`src/rtl/core/dtte_pkg.sv`:
```
`timescale 1ns / 1ps
`default_nettype none

package dtte_pkg;

  // Decimal fields of one date-time text, as built from its digits.
  typedef struct packed {
    logic [13:0] year;
    logic [6:0]  month;
    logic [6:0]  day;
    logic [6:0]  hour;
    logic [6:0]  minute;
    logic [6:0]  second;
  } dtte_fields_t;

  // One finished text as it travels from the parser to the arithmetic.
  typedef struct packed {
    dtte_fields_t f;
    logic         ok;
  } dtte_rec_t;

  // Queue status seen by the top level.
  typedef struct packed {
    logic full;
    logic empty;
  } dtte_qstat_t;

endpackage

`default_nettype wire

```
`src/rtl/core/dtte_front.sv`:
```
`timescale 1ns / 1ps
`default_nettype none

module dtte_front (
  input  wire logic                clk,
  input  wire logic                rst,
  input  wire logic                accept,
  input  wire logic [7:0]          text_char,
  input  wire logic                first_char,
  output logic                     push,
  output dtte_pkg::dtte_rec_t      push_rec
);
  import dtte_pkg::*;

  localparam logic [4:0] POS_YEAR_END  = 5'd3;
  localparam logic [4:0] POS_SLASH_A   = 5'd4;
  localparam logic [4:0] POS_MONTH_END = 5'd6;
  localparam logic [4:0] POS_SLASH_B   = 5'd7;
  localparam logic [4:0] POS_DAY_END   = 5'd9;
  localparam logic [4:0] POS_SPACE     = 5'd10;
  localparam logic [4:0] POS_HOUR_END  = 5'd12;
  localparam logic [4:0] POS_COLON_A   = 5'd13;
  localparam logic [4:0] POS_MIN_END   = 5'd15;
  localparam logic [4:0] POS_COLON_B   = 5'd16;
  localparam logic [4:0] POS_LAST      = 5'd18;

  localparam logic [7:0] CHAR_ZERO  = 8'h30;
  localparam logic [7:0] CHAR_NINE  = 8'h39;
  localparam logic [7:0] CHAR_SLASH = 8'h2F;
  localparam logic [7:0] CHAR_SPACE = 8'h20;
  localparam logic [7:0] CHAR_COLON = 8'h3A;

  localparam logic [6:0] MONTH_MAX = 7'd12;

  function automatic logic [6:0] push7(input logic [6:0] v, input logic [3:0] d);
    logic [10:0] t;
    t = {4'd0, v} * 11'd10 + {7'd0, d};
    return t[6:0];
  endfunction

  function automatic logic [13:0] push14(input logic [13:0] v, input logic [3:0] d);
    logic [17:0] t;
    t = {4'd0, v} * 18'd10 + {14'd0, d};
    return t[13:0];
  endfunction

  logic [4:0]   pos;
  logic         err;
  dtte_fields_t fld;

  logic [4:0]   pos_eff;
  logic         err_base;
  dtte_fields_t fld_base;
  logic         is_digit;
  logic [3:0]   digit;
  logic         bad;
  logic         err_next;
  dtte_fields_t fld_next;
  logic         at_last;

  always_comb begin
    pos_eff  = first_char ? '0 : pos;
    err_base = first_char ? 1'b0 : err;
    fld_base = first_char ? '0 : fld;
    is_digit = (text_char >= CHAR_ZERO) && (text_char <= CHAR_NINE);
    digit    = is_digit ? text_char[3:0] : 4'd0;
    bad      = 1'b0;
    fld_next = fld_base;
    unique case (pos_eff) inside
      POS_SLASH_A, POS_SLASH_B: bad = (text_char != CHAR_SLASH);
      POS_SPACE:                bad = (text_char != CHAR_SPACE);
      POS_COLON_A, POS_COLON_B: bad = (text_char != CHAR_COLON);
      default: begin
        bad = !is_digit;
        if (pos_eff <= POS_YEAR_END) begin
          fld_next.year = push14(fld_base.year, digit);
        end else if (pos_eff <= POS_MONTH_END) begin
          fld_next.month = push7(fld_base.month, digit);
        end else if (pos_eff <= POS_DAY_END) begin
          fld_next.day = push7(fld_base.day, digit);
        end else if (pos_eff <= POS_HOUR_END) begin
          fld_next.hour = push7(fld_base.hour, digit);
        end else if (pos_eff <= POS_MIN_END) begin
          fld_next.minute = push7(fld_base.minute, digit);
        end else begin
          fld_next.second = push7(fld_base.second, digit);
        end
      end
    endcase
    err_next = err_base | bad;
    at_last  = (pos_eff == POS_LAST);
  end

  assign push        = accept && at_last;
  assign push_rec.f  = fld_next;
  assign push_rec.ok = !err_next && (fld_next.month != 7'd0) && (fld_next.month <= MONTH_MAX);

  always_ff @(posedge clk) begin
    if (rst) begin
      pos <= '0;
      err <= 1'b0;
      fld <= '0;
    end else if (accept) begin
      if (at_last) begin
        pos <= '0;
        err <= 1'b0;
        fld <= '0;
      end else begin
        pos <= pos_eff + 5'd1;
        err <= err_next;
        fld <= fld_next;
      end
    end
  end

endmodule

`default_nettype wire

```
`src/rtl/core/dtte_fifo.sv`:
```
`timescale 1ns / 1ps
`default_nettype none

module dtte_fifo #(
  parameter int DEPTH = 2
) (
  input  wire logic                clk,
  input  wire logic                rst,
  input  wire logic                push,
  input  wire dtte_pkg::dtte_rec_t push_rec,
  input  wire logic                pop,
  output dtte_pkg::dtte_rec_t      head_rec,
  output logic                     head_valid,
  output dtte_pkg::dtte_qstat_t    stat
);
  import dtte_pkg::*;

  localparam int PTR_W = (DEPTH > 1) ? $clog2(DEPTH) : 1;
  localparam int CNT_W = $clog2(DEPTH + 1);
  localparam logic [PTR_W-1:0] PTR_LAST = PTR_W'(DEPTH - 1);
  localparam logic [CNT_W-1:0] CNT_FULL = CNT_W'(DEPTH);

  dtte_rec_t        slots [DEPTH];
  logic [PTR_W-1:0] wr_ptr;
  logic [PTR_W-1:0] rd_ptr;
  logic [CNT_W-1:0] count;
  logic             do_push;
  logic             do_pop;

  assign do_push    = push && (count != CNT_FULL);
  assign do_pop     = pop && (count != '0);
  assign head_rec   = slots[rd_ptr];
  assign head_valid = (count != '0);
  assign stat.full  = (count == CNT_FULL);
  assign stat.empty = (count == '0);

  always_ff @(posedge clk) begin
    if (do_push) begin
      slots[wr_ptr] <= push_rec;
    end
  end

  always_ff @(posedge clk) begin
    if (rst) begin
      wr_ptr <= '0;
      rd_ptr <= '0;
      count  <= '0;
    end else begin
      if (do_push) begin
        wr_ptr <= (wr_ptr == PTR_LAST) ? '0 : wr_ptr + PTR_W'(1);
      end
      if (do_pop) begin
        rd_ptr <= (rd_ptr == PTR_LAST) ? '0 : rd_ptr + PTR_W'(1);
      end
      case ({do_push, do_pop})
        2'b10:   count <= count + CNT_W'(1);
        2'b01:   count <= count - CNT_W'(1);
        default: count <= count;
      endcase
    end
  end

endmodule

`default_nettype wire

```
`src/rtl/core/dtte_back.sv`:
```
`timescale 1ns / 1ps
`default_nettype none

module dtte_back (
  input  wire logic                clk,
  input  wire logic                rst,
  input  wire logic                in_valid,
  input  wire dtte_pkg::dtte_rec_t in_rec,
  output logic                     in_ready,
  output logic                     out_valid,
  input  wire logic                out_ready,
  output logic [31:0]              out_seconds,
  output logic                     out_ok
);
  import dtte_pkg::*;

  // Reciprocal of 100 scaled by 2^19; exact for every 14-bit dividend.
  localparam logic [12:0] RECIP_100  = 13'd5243;
  localparam int          RECIP_SH   = 19;
  // 1970 * 365 + leap days before 1970 (478) + 1 for the one-based day.
  localparam logic [31:0] DAYS_BIAS  = 32'd719529;
  localparam logic [31:0] SECS_DAY   = 32'd86400;
  localparam logic [6:0]  MONTH_MARCH = 7'd3;

  function automatic logic [8:0] month_start(input logic [6:0] m);
    logic [8:0] r;
    unique case (m[3:0])
      4'd1:    r = 9'd0;
      4'd2:    r = 9'd31;
      4'd3:    r = 9'd59;
      4'd4:    r = 9'd90;
      4'd5:    r = 9'd120;
      4'd6:    r = 9'd151;
      4'd7:    r = 9'd181;
      4'd8:    r = 9'd212;
      4'd9:    r = 9'd243;
      4'd10:   r = 9'd273;
      4'd11:   r = 9'd304;
      4'd12:   r = 9'd334;
      default: r = 9'd0;
    endcase
    return r;
  endfunction

  typedef struct packed {
    dtte_rec_t  r;
    logic [7:0] q100;
  } st_a_t;

  typedef struct packed {
    dtte_rec_t   r;
    logic [12:0] leaps;
    logic        leap;
  } st_b_t;

  typedef struct packed {
    logic        ok;
    logic [22:0] year_days;
    logic [13:0] extra_days;
    logic [18:0] hms;
  } st_c_t;

  typedef struct packed {
    logic        ok;
    logic [31:0] days;
    logic [18:0] hms;
  } st_d_t;

  logic  va, vb, vc, vd;
  st_a_t sa;
  st_b_t sb;
  st_c_t sc;
  st_d_t sd;
  logic  en_a, en_b, en_c, en_d, en_e;

  st_a_t sa_next;
  st_b_t sb_next;
  st_c_t sc_next;
  st_d_t sd_next;
  logic [26:0] q_prod;
  logic [14:0] r_prod;
  logic        r_nz;
  logic [7:0]  q100a;
  logic [14:0] y_p3;
  logic [12:0] q4;
  logic [8:0]  q100a_p3;
  logic [31:0] secs_full;

  assign en_e     = !out_valid || out_ready;
  assign en_d     = !vd || en_e;
  assign en_c     = !vc || en_d;
  assign en_b     = !vb || en_c;
  assign en_a     = !va || en_b;
  assign in_ready = en_a;

  always_comb begin
    // Stage A: quotient by 100 through the scaled reciprocal.
    q_prod       = 27'(in_rec.f.year) * 27'(RECIP_100);
    sa_next.r    = in_rec;
    sa_next.q100 = q_prod[RECIP_SH +: 8];

    // Stage B: leap-year count below the year and the leap flag.
    r_prod   = 15'(sa.q100) * 15'd100;
    r_nz     = (sa.r.f.year != r_prod[13:0]);
    q100a    = sa.q100 + {7'd0, r_nz};
    y_p3     = {1'b0, sa.r.f.year} + 15'd3;
    q4       = y_p3[14:2];
    q100a_p3 = {1'b0, q100a} + 9'd3;
    sb_next.r     = sa.r;
    sb_next.leaps = q4 - {5'd0, q100a} + {6'd0, q100a_p3[8:2]};
    sb_next.leap  = ((sa.r.f.year[1:0] == 2'd0) && r_nz) || (!r_nz && (sa.q100[1:0] == 2'd0));

    // Stage C: whole-year days and the small day and time terms.
    sc_next.ok         = sb.r.ok;
    sc_next.year_days  = 23'(sb.r.f.year) * 23'd365;
    sc_next.extra_days = {1'b0, sb.leaps} + {5'd0, month_start(sb.r.f.month)}
                       + {13'd0, (sb.leap && (sb.r.f.month >= MONTH_MARCH))}
                       + {7'd0, sb.r.f.day};
    sc_next.hms        = 19'(sb.r.f.hour) * 19'd3600 + 19'(sb.r.f.minute) * 19'd60
                       + 19'(sb.r.f.second);

    // Stage D: days since the epoch, wrapping modulo 2^32.
    sd_next.ok   = sc.ok;
    sd_next.days = 32'(sc.year_days) + 32'(sc.extra_days) - DAYS_BIAS;
    sd_next.hms  = sc.hms;

    // Stage E: seconds.
    secs_full = sd.days * SECS_DAY + 32'(sd.hms);
  end

  always_ff @(posedge clk) begin
    if (en_a) sa <= sa_next;
    if (en_b) sb <= sb_next;
    if (en_c) sc <= sc_next;
    if (en_d) sd <= sd_next;
    if (en_e) begin
      out_seconds <= sd.ok ? secs_full : 32'd0;
      out_ok      <= sd.ok;
    end
  end

  always_ff @(posedge clk) begin
    if (rst) begin
      va        <= 1'b0;
      vb        <= 1'b0;
      vc        <= 1'b0;
      vd        <= 1'b0;
      out_valid <= 1'b0;
    end else begin
      if (en_a) va <= in_valid;
      if (en_b) vb <= va;
      if (en_c) vc <= vb;
      if (en_d) vd <= vc;
      if (en_e) out_valid <= vd;
    end
  end

endmodule

`default_nettype wire

```
`src/rtl/core/datetime_text_to_epoch_seconds.sv`:
```
// A result passes through the queue and the registered stages A to E once the last
// character of a text is transferred. Input takes one character per cycle, one result
// per complete 19-character text, and stalls only when the result queue is full.
// Reset (rst, synchronous, active high) clears the character position, the partial
// fields and the error flag, empties the queue and drops every result in flight.
`timescale 1ns / 1ps
`default_nettype none

module datetime_text_to_epoch_seconds #(
  parameter int FIFO_DEPTH = 2
) (
  input  wire logic        clk,
  input  wire logic        rst,
  input  wire logic        s_tvalid,
  output logic             s_tready,
  input  wire logic [7:0]  s_tdata,   // [7:0] text_char
  input  wire logic        s_tuser,   // [0] first_char
  output logic             m_tvalid,
  input  wire logic        m_tready,
  output logic [31:0]      m_tdata,   // [31:0] epoch_seconds
  output logic             m_tuser    // [0] format_ok
);
  import dtte_pkg::*;

  // The parser takes one character per transfer. It tracks the position in the
  // 19-character text, folds digits into the year, month, day and time fields,
  // and checks separators and digits. On the last character it pushes a
  // finished record into a short queue. The arithmetic pipeline behind the
  // queue turns that record into seconds over five registered stages, the last
  // of which is the output register, so a stalled result never stops the parser
  // until the queue itself fills.

  logic        accept;
  logic        push;
  dtte_rec_t   push_rec;
  dtte_rec_t   head_rec;
  logic        head_valid;
  logic        pop;
  logic        back_ready;
  dtte_qstat_t qstat;

  assign s_tready = !qstat.full;
  assign accept   = s_tvalid && s_tready;
  assign pop      = head_valid && back_ready;

  dtte_front u_front (
    .clk        (clk),
    .rst        (rst),
    .accept     (accept),
    .text_char  (s_tdata),
    .first_char (s_tuser),
    .push       (push),
    .push_rec   (push_rec)
  );

  dtte_fifo #(
    .DEPTH (FIFO_DEPTH)
  ) u_fifo (
    .clk        (clk),
    .rst        (rst),
    .push       (push),
    .push_rec   (push_rec),
    .pop        (pop),
    .head_rec   (head_rec),
    .head_valid (head_valid),
    .stat       (qstat)
  );

  dtte_back u_back (
    .clk         (clk),
    .rst         (rst),
    .in_valid    (head_valid),
    .in_rec      (head_rec),
    .in_ready    (back_ready),
    .out_valid   (m_tvalid),
    .out_ready   (m_tready),
    .out_seconds (m_tdata),
    .out_ok      (m_tuser)
  );

`ifndef ASSERT_OFF
  // A text that failed the format check must come out as zero seconds.
  a_bad_is_zero: assert property (@(posedge clk) disable iff (rst)
    (m_tvalid && !m_tuser) |-> (m_tdata == 32'd0))
    else $error("flagged result carries nonzero seconds");

  // The parser must never finish a text while the queue has no room.
  a_no_push_full: assert property (@(posedge clk) disable iff (rst)
    push |-> !qstat.full)
    else $error("record pushed into a full queue");

  // The queue cannot be both full and empty.
  a_qstat_sane: assert property (@(posedge clk) disable iff (rst)
    !(qstat.full && qstat.empty))
    else $error("queue reports full and empty together");
`endif

endmodule

`default_nettype wire

```
`config.mk`:
```
export PLATFORM = sky130hd
export DESIGN_NAME = datetime_text_to_epoch_seconds
export DESIGN_NICKNAME = d
export VERILOG_FILES = /design/src/rtl/core/dtte_pkg.sv /design/src/rtl/core/dtte_front.sv /design/src/rtl/core/dtte_fifo.sv /design/src/rtl/core/dtte_back.sv /design/src/rtl/core/datetime_text_to_epoch_seconds.sv
export SDC_FILE = /design/constraint.sdc
export NUM_CORES = 1
export LEC_CHECK = 0
export BUFFER_PORTS_ARGS = -buffer_cell sky130_fd_sc_hd__buf_2
export CAP_MARGIN = 20
export CORE_MARGIN = 5
export CORE_UTILIZATION = 35
export CTS_CLUSTER_DIAMETER = 80
export DETAILED_ROUTE_END_ITERATION = 12
export GPL_TIMING_DRIVEN = 1
export HOLD_SLACK_MARGIN = 0.02
export SYNTH_ARGS = -nofsm -noshare
export SYNTH_HDL_FRONTEND = slang
export SYNTH_SLANG_ARGS = --single-unit
export TNS_END_PERCENT = 30
```
`constraint.sdc`:
```
create_clock -name clk -period 15.1 [get_ports clk]
set_input_delay 3.02 -clock clk [delete_from_list [all_inputs] [get_ports clk]]
set_output_delay 3.02 -clock clk [all_outputs]
set_load 0.005 [all_outputs]
```
==> metrics.md <==
| Metric | Value |
|---|---|
| Outcome | finished, final reports clean |
| DIE WIDTH | 316 µm |
| Layout cell share with drive strength beyond 1 | 7.82% |
| Vias after detailed routing | 20,000 |
| Slew Limit Fails | 0 |
| Die area | 99,700 µm² |
| Port-buffer cells | 47 |
| 1st-pass router iterations | 5 |
| Die Y-Extent | 316 µm |
| Critical path type | register to register |
| Dpl ws | 7.99 ns |
| H-Tree Depth | 2 |
| Ys Warns | 0 |
| Post-synth EDFFs | 357 |
| Grt ovf | 0 |
| Most numerous cell in the Yosys netlist | inv_1 |
| Startpoint Class | register |
| Total Nets Final | 3,681 |
| Post_cts resized | 0 |
| Arr. time, crit path | 7.49 ns |
| Max cap viols | 0 |
| Mapped Area | 32,700 µm² |
| Post-synth top cells | inv_1 (506), ha_1 (429), edfxtp_1 (357) |
| RSZ-0062 raised after global routing | no |
| Post-DP HPWL | 45.7 mm |
| Vias per std cell | 4.63 |
| First-pass GRT wire length | 103 mm |
| Initial antenna violation count | 0 |
| # clock sinks | 431 |
| Filler cells | 9,108 |
| Register bit total from synthesis | 431 |
| Dominant cell type by area after synthesis | edfxtp_1 |
| Setup TNS | 0 ns |
| Post-synth top area share | 32.8% |
| DRT Wirelength | 59.7 mm |
| Worst rel slew slack | 32.5% |
| Vias in the first global route | 20,800 |
| Top cell by count, worst path | ha_1 |
| Synth cell types | 74 |
| Area delta synth->final | 10.7% |
| Count of final setup violators | 0 |
| Syn Nets | 3,622 |
| Setup bufs post-CTS | 0 |
| Pin count of the biggest net entering global routing | 70 |
| Highest Clock Rate | 0.140 GHz |
| Actual slew at the worst max-slew pin | 1.01 ns |
| Final hold viol count | 0 |
| GRT Total Usage | 12.4% |
| Min-delay src | u_back.sc[56] |
| Core Region | 93,000 µm² |
| Gate Count Post-Synth | 2,972 |
| Top area cells in the synthesized netlist | edfxtp_1 (33%), ha_1 (16%), fa_1 (13%) |
| Drt wl/cell | 13.8 µm |
| Clock Tree Buf Depth | 3 |
| Synth Flop Type | edfxtp_1 |
| Final Wtd Congestion | 0.836 |
| Tmin final | 7.17 ns |
| Critical Path Start | u_back.sa[1] |
| CTS buffer count | 48 |
| Post-synth ARST share | 0% |
| Skew final | 0.0193 ns |
| Crit. End Element | register |
| CTS tree | built |
| Tcrit/Tclk final | 47.5% |
| Clk_lat worst skew | 0.59 ns |
| Slowest-stage cell, CP | fa_1 |
| CP Max Fanout | 6 |
| Register-to-register setup slack | 7.93 ns |
| # rows | 112 |
| Post-CTS Hold Fix Bufs | 0 |
| Diode count | 0 |
| # DRC | 0 |
| Worst setup margin | 7.93 ns |
| RR Startpoint | u_back.sa[1] |
| Num ports | 48 |
| Clk pin slew, worst setup/hold paths | 0.06 ns |
| Root Buffer | clkbuf_16 |
| Class of the worst hold path | register to register |
| 1st-iter DRT viols | 964 |
| Initial Util | 35.2% |
| Req. time, crit path | 15.43 ns |
| Seq/Total Area, Yosys | 37.3% |
| Slowest stage delay, CP | 0.51 ns |
| Antenna-violating nets left | 0 |
| Mapped Avg Cell Area | 11.0 µm² |
[cell families after synthesis]
logic type | Yosys count | synth area share (%)
AOI/OAI and AO/OA | 434 | 8.57
xor gates and xnor gates | 241 | 6.45
adders and majority gates | 637 | 29.1
buffers and inverters | 558 | 6.40
DFF | 431 | 37.3
muxes | 96 | 3.20
and+or+nand+nor | 575 | 8.98
[sequential cells by signal, indices dropped and copies added (netlist names), named ones only]
register            count
u_front.err             1
u_back.out_valid        1
u_fifo.wr_ptr           1
u_back.out_seconds     32
u_fifo.count            2
u_back.vd               1
u_back.vb               1
u_back.sa              58
u_back.vc               1
u_back.out_ok           1
u_back.sc              57
u_back.va               1
u_front.pos             5
u_back.sd              45
u_front.fld            49
u_fifo.rd_ptr           1
u_back.sb              64
u_fifo.slots          100
[metrics by stage]
stage | util (%) | hold slack (ns) | cell area, µm² | std cells
2_1_floorplan | - | 0.400 | 32700 | 2972
3_3_place_gp | 37.0 | 0.401 | 34500 | 4234
3_5_place_dp | 37.0 | 0.405 | 34500 | 4234
4_1_cts | 38.9 | 0.417 | 36200 | 4323
5_1_grt | 38.9 | 0.425 | 36200 | 4324
6_report | 38.9 | 0.415 | 36200 | 4324
[critical path: cells and delay by family (launching register included)]
family,cells,cell delay (ns)
compound gates,13,2.49
buf+inv,1,0.04
simple gates,4,0.52
xor+xnor,4,0.76
fa+ha+maj,8,2.60
flops,1,0.49
[metal layers]
layer  vias to the layer above  global-route usage, %  share of wire [%]
met5                         -                      0                  0
met4                         0                   2.80                1.7
met3                        58                   1.65                3.4
met2                       213                   20.8                 46
met1                      9464                   17.1                 49
li1                      10300                      -                  -
[area by class of cell]
cell class                      count  area [µm²]  share of cell area (%)
Tap cell                         1254        1570                    4.33
Clock buffer                       53        1260                    3.48
Inverter                          507        1900                    5.25
Clock inverter                     36         492                    1.36
Timing Repair Buffer               60         333                   0.919
Multi-Input combinational cell   1983       18500                    51.0
Sequential cell                   431       12200                    33.7
[cell usage in the layout (no fill, tap or decap), types with 40 or more instances in the layout]
cell,count
buf_2,47
a21o_1,40
nand2b_1,43
xnor2_1,173
a22oi_1,51
nor2b_1,54
ha_1,429
nor2_1,159
fa_1,208
a21oi_1,106
and2_1,42
dfxtp_1,73
clkbuf_16,49
xor2_1,68
inv_1,505
mux2_2,64
o21ai_0,100
edfxtp_1,357
nand2_1,101
[final timing paths]
| path | end | depth (start not counted) |
|---|---|---|
| hold reg to reg | u_back.sd[51] | 0 |
| hold / removal | u_back.sd[51] | 0 |
| setup reg to reg | u_back.sb[13] | 30 |
| setup / recovery | u_back.sb[13] | 30 |
Power is not shown: default switching activity piles up to over one toggle a cycle in this logic, so the estimate is an artifact.
